### src/rtl/brfb_pkg.sv
`timescale 1ns / 1ps
// Shared types and constants for the byte ring FIFO burst core.
// No dependencies; the top level, controller and datapath import this package.
package brfb_pkg;

  localparam int BYTE_W  = 8;
  localparam int GLEN_W  = 7;
  localparam int MOVED_W = 9;
  localparam int CFG_W   = 4;
  localparam int SHIFT_W = 5;

  localparam logic [CFG_W-1:0]   DEPTH_RST = 4'd8;
  localparam logic [MOVED_W-1:0] BURST_SAT = 9'h1FF;

  typedef enum logic {
    ST_IDLE,
    ST_GET
  } brfb_state_t;

  // Commands from the controller to the datapath.
  typedef struct packed {
    logic put;     // put byte taken this cycle
    logic get;     // get request taken this cycle
    logic rd;      // issue one ring read for the open get
  } brfb_cmd_t;

  // Status from the datapath to the controller.
  typedef struct packed {
    logic get_nonzero;   // the offered get would move at least one byte
    logic rem_one;       // the read issued now is the last one of the get
  } brfb_sts_t;

endpackage

### src/rtl/byte_ring_fifo_burst_core.sv
`timescale 1ns / 1ps
// Top level of the byte ring FIFO burst core.
// Depends on brfb_pkg and instantiates brfb_ctrl and brfb_datapath.
//
// Usage:
//   Input requests are taken on a rising edge where start is high and busy is low.
//   A put request (in_req_type = 0) stores in_data_byte if the ring has room and
//   drops it otherwise. Puts never raise busy. The put that
//   carries in_burst_last gives one result, in the next cycle, with the number of
//   bytes the burst stored in out_moved_count.
//   A get request (in_req_type = 1) moves the smaller of in_get_length, MAX_GET and
//   the stored count. If that is zero, one result with count 0 appears the next
//   cycle. Otherwise busy stays high while the get issues its n ring reads, one ring
//   read per cycle; the n byte results come from the registered read port of the
//   ring store's single read port, the last marked by out_last_result.
//   Each result is on the out_ ports for one cycle with out_valid high; the receiver
//   cannot stall it. Every result carries the empty and full flags as they stand
//   after the whole request.
//   The cfg_ channel writes depth_log2 (log2 of the capacity in use); cfg_ready is
//   always high and writes are expected only while the block is idle.
//   Synchronous reset empties the FIFO, clears the open burst count and sets
//   depth_log2 to 8. The ring contents are not cleared and need no clearing pass.
module byte_ring_fifo_burst_core
  import brfb_pkg::*;
#(
  parameter int STORE_DEPTH_LOG2 = 8,
  parameter int MAX_GET          = 64
) (
  input  logic               clk,
  input  logic               rst_n,
  input  logic               start,
  output logic               busy,
  input  logic               in_req_type,
  input  logic [BYTE_W-1:0]  in_data_byte,
  input  logic               in_burst_last,
  input  logic [GLEN_W-1:0]  in_get_length,
  output logic               out_valid,
  output logic [BYTE_W-1:0]  out_byte,
  output logic               out_byte_valid,
  output logic [MOVED_W-1:0] out_moved_count,
  output logic               out_last_result,
  output logic               out_is_empty,
  output logic               out_is_full,
  input  logic               cfg_valid,
  output logic               cfg_ready,
  input  logic [CFG_W-1:0]   cfg_depth_log2
);

  brfb_cmd_t cmd;
  brfb_sts_t sts;

  // The register can always be taken; the user writes it only while idle.
  assign cfg_ready = 1'b1;

  brfb_ctrl u_ctrl (
    .clk     (clk),
    .rst_n   (rst_n),
    .start   (start),
    .req_type(in_req_type),
    .sts     (sts),
    .cmd     (cmd),
    .busy    (busy)
  );

  brfb_datapath #(
    .STORE_DEPTH_LOG2(STORE_DEPTH_LOG2),
    .MAX_GET         (MAX_GET)
  ) u_dp (
    .clk            (clk),
    .rst_n          (rst_n),
    .cmd            (cmd),
    .sts            (sts),
    .in_data_byte   (in_data_byte),
    .in_burst_last  (in_burst_last),
    .in_get_length  (in_get_length),
    .cfg_we         (cfg_valid & cfg_ready),
    .cfg_depth_log2 (cfg_depth_log2),
    .out_valid      (out_valid),
    .out_byte       (out_byte),
    .out_byte_valid (out_byte_valid),
    .out_moved_count(out_moved_count),
    .out_last_result(out_last_result),
    .out_is_empty   (out_is_empty),
    .out_is_full    (out_is_full)
  );

  // A request is never taken while a get is streaming.
  a_no_accept_busy: assert property (@(posedge clk) disable iff (!rst_n)
    busy |-> !cmd.put && !cmd.get)
    else $error("request taken while busy");

  // A byte result always carries a nonzero count.
  a_byte_count: assert property (@(posedge clk) disable iff (!rst_n)
    out_valid && out_byte_valid |-> out_moved_count != '0)
    else $error("byte result with zero moved count");

  // An empty ring is never reported full.
  a_flags: assert property (@(posedge clk) disable iff (!rst_n)
    out_valid |-> !(out_is_empty && out_is_full))
    else $error("empty and full reported together");

endmodule

### src/rtl/brfb_ram.sv
`timescale 1ns / 1ps
// Generic single-write, single-read RAM with a registered read port.
// No dependencies.
module brfb_ram #(
  parameter int WIDTH = 8,
  parameter int DEPTH = 256
) (
  input  logic                     clk,
  input  logic                     we,
  input  logic [$clog2(DEPTH)-1:0] waddr,
  input  logic [WIDTH-1:0]         wdata,
  input  logic                     re,
  input  logic [$clog2(DEPTH)-1:0] raddr,
  output logic [WIDTH-1:0]         rdata
);

  logic [WIDTH-1:0] mem [DEPTH];
  logic [WIDTH-1:0] rdata_r;

  always_ff @(posedge clk) begin
    if (we) begin
      mem[waddr] <= wdata;
    end
    if (re) begin
      rdata_r <= mem[raddr];
    end
  end

  assign rdata = rdata_r;

endmodule

### src/rtl/brfb_ctrl.sv
`timescale 1ns / 1ps
// Controller state machine of the byte ring FIFO burst core.
// Depends on brfb_pkg for the state, command and status types.
module brfb_ctrl
  import brfb_pkg::*;
(
  input  logic      clk,
  input  logic      rst_n,
  input  logic      start,
  input  logic      req_type,
  input  brfb_sts_t sts,
  output brfb_cmd_t cmd,
  output logic      busy
);

  brfb_state_t state_r, state_nxt;
  logic        accept;

  always_ff @(posedge clk) begin
    if (!rst_n) begin
      state_r <= ST_IDLE;
    end else begin
      state_r <= state_nxt;
    end
  end

  always_comb begin
    state_nxt = state_r;
    busy      = 1'b0;
    cmd       = '0;
    accept    = 1'b0;
    unique case (state_r)
      ST_IDLE: begin
        accept  = start;
        cmd.put = accept & ~req_type;
        cmd.get = accept & req_type;
        if (cmd.get && sts.get_nonzero) begin
          state_nxt = ST_GET;
        end
      end
      ST_GET: begin
        busy   = 1'b1;
        cmd.rd = 1'b1;
        if (sts.rem_one) begin
          state_nxt = ST_IDLE;
        end
      end
      default: begin
        state_nxt = ST_IDLE;
      end
    endcase
  end

endmodule

### src/rtl/brfb_datapath.sv
`timescale 1ns / 1ps
// Datapath of the byte ring FIFO burst core: indices, ring store, result registers.
// Depends on brfb_pkg and instantiates brfb_ram.
module brfb_datapath
  import brfb_pkg::*;
#(
  parameter int STORE_DEPTH_LOG2 = 8,
  parameter int MAX_GET          = 64
) (
  input  logic               clk,
  input  logic               rst_n,
  input  brfb_cmd_t          cmd,
  output brfb_sts_t          sts,
  input  logic [BYTE_W-1:0]  in_data_byte,
  input  logic               in_burst_last,
  input  logic [GLEN_W-1:0]  in_get_length,
  input  logic               cfg_we,
  input  logic [CFG_W-1:0]   cfg_depth_log2,
  output logic               out_valid,
  output logic [BYTE_W-1:0]  out_byte,
  output logic               out_byte_valid,
  output logic [MOVED_W-1:0] out_moved_count,
  output logic               out_last_result,
  output logic               out_is_empty,
  output logic               out_is_full
);

  localparam int AW = STORE_DEPTH_LOG2;
  localparam int IW = STORE_DEPTH_LOG2 + 1;
  localparam int CW = (IW > GLEN_W) ? IW : GLEN_W;
  localparam logic [GLEN_W-1:0]  MAX_GET_L = GLEN_W'(MAX_GET);
  localparam logic [SHIFT_W-1:0] SDL_L     = SHIFT_W'(STORE_DEPTH_LOG2);
  localparam logic [IW-1:0]      STORE_L   = IW'(1) << AW;

  logic [CFG_W-1:0]   depth_r;
  logic [IW-1:0]      wi_r, ri_r;
  logic [MOVED_W-1:0] burst_r, burst_nxt;
  logic [GLEN_W-1:0]  rem_r;
  logic               valid_r, byte_sel_r;
  logic               last_r, empty_r, full_r;
  logic [MOVED_W-1:0] moved_r;

  logic [SHIFT_W-1:0] d_eff;
  logic [IW-1:0]      cap, mask, cnt, cnt_after;
  logic               space;
  logic [GLEN_W-1:0]  glen_c, n;
  logic [CW-1:0]      cnt_w, glen_w;
  logic [BYTE_W-1:0]  rd_data;
  logic               ram_we;

  // Capacity in use, with a depth of 0 taken as 1 and the depth clamped to the built store.
  always_comb begin
    if (depth_r == '0) begin
      d_eff = SHIFT_W'(1);
    end else if (SHIFT_W'(depth_r) > SDL_L) begin
      d_eff = SDL_L;
    end else begin
      d_eff = SHIFT_W'(depth_r);
    end
  end

  assign cap   = IW'(1) << d_eff;
  assign mask  = cap - IW'(1);
  assign cnt   = wi_r - ri_r;
  assign space = (cnt < cap);

  // Bytes a get moves: the request clamped to the limit and to the stored count.
  assign glen_c = (in_get_length > MAX_GET_L) ? MAX_GET_L : in_get_length;
  assign cnt_w  = CW'(cnt);
  assign glen_w = CW'(glen_c);
  assign n      = (cnt_w < glen_w) ? GLEN_W'(cnt_w) : glen_c;

  assign cnt_after = cmd.get ? (cnt - IW'(n)) : (cnt + IW'(space));

  assign burst_nxt = (space && burst_r != BURST_SAT) ? burst_r + MOVED_W'(1) : burst_r;

  assign sts.get_nonzero = (n != '0);
  assign sts.rem_one     = (rem_r == GLEN_W'(1));

  assign ram_we = cmd.put & space;

  brfb_ram #(
    .WIDTH(BYTE_W),
    .DEPTH(1 << STORE_DEPTH_LOG2)
  ) u_ram (
    .clk  (clk),
    .we   (ram_we),
    .waddr(wi_r[AW-1:0] & mask[AW-1:0]),
    .wdata(in_data_byte),
    .re   (cmd.rd),
    .raddr(ri_r[AW-1:0] & mask[AW-1:0]),
    .rdata(rd_data)
  );

  always_ff @(posedge clk) begin
    if (!rst_n) begin
      depth_r    <= DEPTH_RST;
      wi_r       <= '0;
      ri_r       <= '0;
      burst_r    <= '0;
      rem_r      <= '0;
      valid_r    <= 1'b0;
      byte_sel_r <= 1'b0;
    end else begin
      valid_r <= 1'b0;
      if (cfg_we) begin
        depth_r <= cfg_depth_log2;
      end
      if (ram_we) begin
        wi_r <= wi_r + IW'(1);
      end
      if (cmd.put) begin
        burst_r <= in_burst_last ? '0 : burst_nxt;
        if (in_burst_last) begin
          valid_r    <= 1'b1;
          byte_sel_r <= 1'b0;
        end
      end
      if (cmd.get) begin
        rem_r <= n;
        if (n == '0) begin
          valid_r    <= 1'b1;
          byte_sel_r <= 1'b0;
        end
      end
      if (cmd.rd) begin
        ri_r       <= ri_r + IW'(1);
        rem_r      <= rem_r - GLEN_W'(1);
        valid_r    <= 1'b1;
        byte_sel_r <= 1'b1;
      end
    end
  end

  // Result fields; a get's count and flags are held while its bytes stream out.
  always_ff @(posedge clk) begin
    if ((cmd.put && in_burst_last) || cmd.get) begin
      moved_r <= cmd.get ? MOVED_W'(n) : burst_nxt;
      last_r  <= 1'b1;
      empty_r <= (cnt_after == '0);
      full_r  <= (cnt_after >= cap);
    end else if (cmd.rd) begin
      last_r <= sts.rem_one;
    end
  end

  assign out_valid       = valid_r;
  assign out_byte        = byte_sel_r ? rd_data : '0;
  assign out_byte_valid  = byte_sel_r;
  assign out_moved_count = moved_r;
  assign out_last_result = last_r;
  assign out_is_empty    = empty_r;
  assign out_is_full     = full_r;

  a_rd_has_work: assert property (@(posedge clk) disable iff (!rst_n)
    cmd.rd |-> rem_r != '0)
    else $error("ring read issued with no bytes left in the get");

  a_count_bound: assert property (@(posedge clk) disable iff (!rst_n)
    cnt <= STORE_L)
    else $error("stored count exceeds the ring store");

  a_last_byte: assert property (@(posedge clk) disable iff (!rst_n)
    cmd.rd && sts.rem_one |=> valid_r && byte_sel_r && last_r)
    else $error("final get byte not marked last");

  a_get_empty_done: assert property (@(posedge clk) disable iff (!rst_n)
    cmd.get && n == '0 |=> valid_r && !byte_sel_r && moved_r == '0)
    else $error("empty get did not give its single result");

endmodule
### config.mk
export PLATFORM = sky130hd
export DESIGN_NAME = byte_ring_fifo_burst_core
export DESIGN_NICKNAME = d
export VERILOG_FILES = /design/src/rtl/brfb_pkg.sv /design/src/rtl/byte_ring_fifo_burst_core.sv /design/src/rtl/brfb_ram.sv /design/src/rtl/brfb_ctrl.sv /design/src/rtl/brfb_datapath.sv
export SDC_FILE = /design/constraint.sdc
export NUM_CORES = 2
export LEC_CHECK = 0
export CAP_MARGIN = 20
export CELL_PAD_IN_SITES_DETAIL_PLACEMENT = 1
export CELL_PAD_IN_SITES_GLOBAL_PLACEMENT = 1
export CORE_ASPECT_RATIO = 1.4
export CORE_UTILIZATION = 28
export CTS_CLUSTER_SIZE = 16
export DETAILED_ROUTE_END_ITERATION = 10
export DONT_BUFFER_PORTS = 1
export PLACE_DENSITY_LB_ADDON = 0.1
export SLEW_MARGIN = 30
export SYNTH_ARGS = -nofsm -noshare
export SYNTH_HDL_FRONTEND = slang
export SYNTH_SLANG_ARGS = --single-unit
### constraint.sdc
create_clock -name clk -period 6.4 [get_ports clk]
set_input_delay 1.28 -clock clk [delete_from_list [all_inputs] [get_ports clk]]
set_output_delay 1.28 -clock clk [all_outputs]
set_load 0.005 [all_outputs]
After elaboration in Yosys (flattened, before gate mapping)
Memories as Yosys holds them, arrays and structs flattened. A register that Yosys moved wholly into a read port is not among the register bits.
Index checks and enable logic that the tools add are counted.

storage, ports and cells
  input port bits = 25
  word-level logic and storage cells = 74
  memories kept = 1
  output and inout port bits = 24
  memory bits (writable) = 2048
  register bits = 53

memories
  memory          depth  width  read ports  clocked after Yosys merged registers in  write ports  line            RTL
  u_dp.u_ram.mem  256    8      1           1                                        1            brfb_ram.sv:17  logic [WIDTH-1:0] mem [DEPTH];

operators by class
  reduce and logical (&&, ||, !) cells = 9
  add/sub/neg operators = 8
  order comparisons = 5
  muxes and demuxes = 28
  shifts and indexed selects = 1
  eq/ne operators = 2
  bitwise logic cells = 7

operators with widths
  kind                 number
  $mux 7               5
  $add 9x1->9 const B  3
  $mux 9               3
  $and 8x8->8          2
  $mux 1               15
  $add 9x1->9          1
  $ge 9x9->1           1
  $logic_not 9->1      1
  $lt 9x7->1           1
  $lt 9x9->1           1
  $ne 9x9->1 const B   1
  $shl 1x5->9 const A  1
  $sub 9x7->9          1
  $sub 9x9->9          1
  $mux 8               1
  $sub 8x1->8 const B  1
  $eq 7x1->1 const B   1
  $gt 7x7->1 const B   1
  $logic_not 7->1      1
  $reduce_bool 7->1    1
  $sub 7x1->7 const B  1
  $mux 5               1
  $gt 4x4->1 const B   1
  $logic_not 4->1      1
  other kinds (8)      13

Logic depth before layout (Yosys ltp)
  word-level depth = 8
  gate-level depth with buffers = 31

Hierarchy
From an unflattened synthesis, not the netlist that was laid out.

unflattened totals
  cell total of the unflattened synthesis = 4240
  area, all modules = 83895.5 um^2

modules (own cells, without submodules)
  module                     area an instance (um^2)  cells an instance  times used  sequential area each (um^2)
  brfb_ram                   79636.4                  3733               1           61739.2
  brfb_datapath              4180.3                   498                1           1151.1
  brfb_ctrl                  67.6                     7                  1           20.0
  byte_ring_fifo_burst_core  11.3                     2                  1           0.0

Least setup slack after synthesis
OpenSTA, ideal clock, no wires.

  path type = register -> register
  start point = register u_dp.ri_r[4]
  end point = register u_dp.full_r, in the netlist u_dp.out_is_full, data pin
  setup slack = 0.660 ns
  stages on the path, launching flop included = 30
  library setup time = 0.261 ns
  data arrival time = 5.479 ns
  path buffers = 2
  path through = dfxtp_1 -> clkbuf_1 -> inv_1 -> ha_1 -> and3_1 -> a2111oi_0 -> xnor2_1 -> ha_1 -> a21oi_1 -> o21ai_0 -> o31ai_1 -> nor2b_1 -> and2_1 -> clkbuf_1 -> inv_1 -> nand2_1 -> ha_1 -> inv_1 -> fa_1 -> nand2_1 -> nand2_1 -> a21oi_1 -> o21bai_1 -> a21oi_1 -> o21ai_0 -> xor2_1 -> xnor2_1 -> ha_1 -> nor2_1 -> a21oi_1

on the way
  cells in the longest elaborated chain, start to end = 6

ends and longest elaborated chain
  element                 line                  RTL
  from (decl)             brfb_datapath.sv:36   logic [IW-1:0] wi_r, ri_r;
  from (signal assigned)  brfb_datapath.sv:127  ri_r <= ri_r + IW'(1);
  $sub 9x9->9 *           brfb_datapath.sv:64   assign cnt = wi_r - ri_r;
  $lt 9x7->1              brfb_datapath.sv:71   assign n = (cnt_w < glen_w) ? GLEN_W'(cnt_w) : glen_c;
  $mux 7                  brfb_datapath.sv:71
  $sub 9x7->9             brfb_datapath.sv:73   assign cnt_after = cmd.get ? (cnt - IW'(n)) : (cnt + IW'(space));
  $mux 9 *                brfb_datapath.sv:73
  $ge 9x9->1 *            brfb_datapath.sv:141  full_r <= (cnt_after >= cap);
  to (signal assigned)    brfb_datapath.sv:141
  to (decl)               brfb_datapath.sv:40   logic last_r, empty_r, full_r;

Mark *: on every way between the ends. The rest lies on a longest branch, timed or not.
A chain may end at the register's enable or synchronous reset.

Worst setup path after layout
  start point = register u_dp.wi_r[0]
  end point = register u_dp.full_r, in the netlist u_dp.out_is_full, data pin

on the way
  cells in the longest elaborated chain, start to end = 6

ends and longest elaborated chain
  element                 line                  RTL
  from (decl)             brfb_datapath.sv:36
  from (signal assigned)  brfb_datapath.sv:110  wi_r <= wi_r + IW'(1);
  $sub 9x9->9 *           brfb_datapath.sv:64
  $lt 9x7->1              brfb_datapath.sv:71
  $mux 7                  brfb_datapath.sv:71
  $sub 9x7->9             brfb_datapath.sv:73
  $mux 9 *                brfb_datapath.sv:73
  $ge 9x9->1 *            brfb_datapath.sv:141

Marks and branches as above.

==> summary.txt <==
STA
  • Final Max Tran Viols: 0
  • WHS: just under 0.5 ns
  • Fin Setup TNS: 0 ns
  • Unrepaired setup endpoints after global routing: no
  • Endpoints failing hold: 0
  • Max_slew headroom: between 7 and 8%
  • Final min period: around 5.9 ns
  • Period utilization: 92.6%
  • Fmax: approximately 170 MHz
  • Final setup vio count: 0
  • Clock Skews: approximately 0.044 ns
  • Slew at the pin closest to its max-slew limit: ~1.4 ns

Placed design
  • PortBufs: 0
  • Gp weighted congestion: a little over 0.8
  • DP HPWL: between 150,000 and 200,000 µm
  • Inst Count DP: a little over 9,000

Logic synthesis
  • Synth Cell Area: approximately 0.084 mm²
  • Synth unique cells: 75
  • Yosys reg bits: 2,109
  • Ys flop type: edfxtp_1
  • Area leader, netlist: edfxtp_1
  • Seq/Total Area, Yosys: 74.6%
  • Asr flop ratio synth: 0%
  • Area contributors post-synth: edfxtp_1, mux4_2, nand2_1
  • Synth cell count leaders: edfxtp_1, nand2_1, nand3_1
  • Synthesized area per cell: about 16 µm²
  • Most frequent cell after synthesis: edfxtp_1
  • Post-synth top area share: 73.6%
  • Yosys warns: 0
  • Cells after synthesis: roughly 5,100
  • EDFF count, synth: between 2,000 and 2,500

Worst setup path
  • Crit Path Class: reg -> reg
  • Max FO, Critical Path: 9
  • Critical Path Source Type: flip-flop
  • Setup crit end kind: flip-flop
  • Required time of the critical path: ~7.0 ns
  • Slowest cell on crit path: a2111o_1
  • CP arrival: approximately 6.6 ns
  • Max stage delay on crit path: roughly 0.55 ns

Route
  • Detailed Route WL: between 300,000 and 400,000 µm
  • First-pass DRT Iterations: 5
  • Antenna Nets Post-Route: 0
  • Drt drc: 0
  • Vias: 47,600
  • 1st-iter DRT viols: 3,157
  • Vias per inst: 4.96
  • Drt wl/cell: approximately 32 µm

Clock tree
  • Max clock buf depth: 4
  • Clk sinks: 2,109
  • Worst skew pair latency: 0.89 ns
  • H-tree depth: 4
  • Num CTS Buffers: approximately 220
  • CTS Root Cell: clkbuf_16
  • CTS tree: built
  • Clock Pin Slew Worst Setup and Hold Paths: 0.07 ns

Outcome
  • Status: complete, no violations

Die
  • Die H: about 650 µm
  • Die area: approximately 0.3 mm²
  • CORE AREA: between 0.2 and 0.3 mm²
  • Placement row count: around 240
  • Starting Density: 28.1%
  • Top-level port count: between 40 and 50
  • Die width: 466 µm

Global routing
  • Antenna violations before repair: 15
  • All-Layer GR Usage: about 20%
  • Total gr overflow: 0
  • Largest net degree at the start of global routing: 257
  • First-pass GRT wire length: around 420,000 µm
  • Number of global-route vias before repair: 51,100

Min path
  • Hold WC Path Type: in -> reg

Pwr
  • Max VDD drop: roughly 200 µV
  • Final Power: around 33 mW
  • Power Density: 338 mW/mm²
  • Leakage power: 30.9 nW

Flow run
  • Max-Cap Viols: 0

Layout
  • Layout Cells excl Fill: about 9,600
  • Share of cells above drive strength 1: between 10% and 20%
  • Layout fillers: just over 30,000
  • Area grow syn2layout: 16.7%
  • Utilization after layout: roughly 33%
  • Nets: approximately 5,500
metrics by stage:
stage,worst slack [ns],area (µm²)
6_report,0.472,98400
5_1_grt,0.00649,98400
4_1_cts,0.150,98200
3_5_place_dp,0.166,91200
3_3_place_gp,0.0662,91100
2_1_floorplan,0.660,84300
layout by cell type (no fill, tap or decap), drive strengths merged, types with 23 or more instances in the layout:
master,Yosys,layout
edfxtp,2067,2067
nand2,796,796
nand3,384,384
buf,166,382
nor2,368,368
mux4,331,331
clkbuf,130,280
o21ai,101,101
a21oi,85,85
a32oi,77,77
clkinv,2,77
o22ai,71,71
mux2i,62,62
ha,46,46
dfxtp,42,42
inv,37,42
a31oi,35,35
nand4,34,34
nor3,34,34
xnor2,26,26
bufinv,0,25
a221oi,24,24
and3,23,23
area by class of cell:
type / instances / area [µm²] / area share (%)
antenna: 3 / 7.51 / 0.00763
clock buffer: 280 / 5810 / 5.91
clock inverter: 111 / 1170 / 1.19
inverter: 39 / 154 / 0.156
multi-input combinational: 2704 / 20000 / 20.3
sequential: 2109 / 62900 / 64.0
tap: 3960 / 4950 / 5.04
timing repair buffer: 382 / 3350 / 3.40
routing by layer:
layer	share of wire, %	wire, µm	vias up	global-route usage, %
met4	4.0	12200	4	7.42
li1	-	-	20600	-
met2	53	162000	796	36.5
met3	2.7	8080	382	1.88
met1	40	122000	25800	23.7
met5	0.011	34	-	0
power by group:
part / internal, mW / switching (mW)
Sequential: 15.3 / 0.0681
Combinational: 1.95 / 3.04
Clock: 7.39 / 5.55
kinds of logic after synthesis:
logic type,synth area share [%]
mux,9.62
compound gates,3.76
flops,74.6
xor+xnor,0.426
buf+inv,1.98
fa+ha+maj,0.730
other cells,0.00890
simple gates,8.88
critical path, delay by kind of cell, from the launching register on:
kind            cells  cell delay (ns)
compound gates      9             1.85
xor+xnor            3             0.59
fa+ha+maj           6             1.78
buf+inv             4             0.38
flops               1             0.31
mux                 1             0.26
simple gates        5             0.49
registers in the layout, summed over array words and instances, names as in the netlist:
register / cells
u_dp.out_is_empty: 1
u_dp.depth_r: 4
u_dp.out_byte_valid: 1
u_dp.ri_r: 9
u_dp.wi_r: 9
u_dp.u_ram.mem: 2048
u_dp.out_is_full: 1
u_ctrl.state_r: 1
u_dp.u_ram.rdata: 8
u_dp.out_valid: 1
u_dp.out_last_result: 1
u_dp.burst_r: 9
u_dp.out_moved_count: 9
u_dp.rem_r: 7
timing repair:
action                                  CTS  global route
hold buffers                              0             0
endpoints found under the setup margin    0             2
resized for setup                         0             5
setup buffers                             0             2
worst paths after layout:
check                                           to  slack (ns)                          from  depth (start not counted)
hold / removal    u_dp.u_ram.mem[172][7]$_DFFE_PP_        0.49               in_data_byte[7]                          0
setup / recovery        u_dp.out_is_full$_DFFE_PP_        0.47     u_dp.wi_r[0]$_SDFFE_PN0P_                         28
setup reg to reg        u_dp.out_is_full$_DFFE_PP_        0.47     u_dp.wi_r[0]$_SDFFE_PN0P_                         28
hold reg to reg       u_dp.depth_r[2]$_SDFFE_PN0P_        0.52  u_dp.depth_r[2]$_SDFFE_PN0P_                          2
Note: power is estimated with default switching activity, not from simulation.
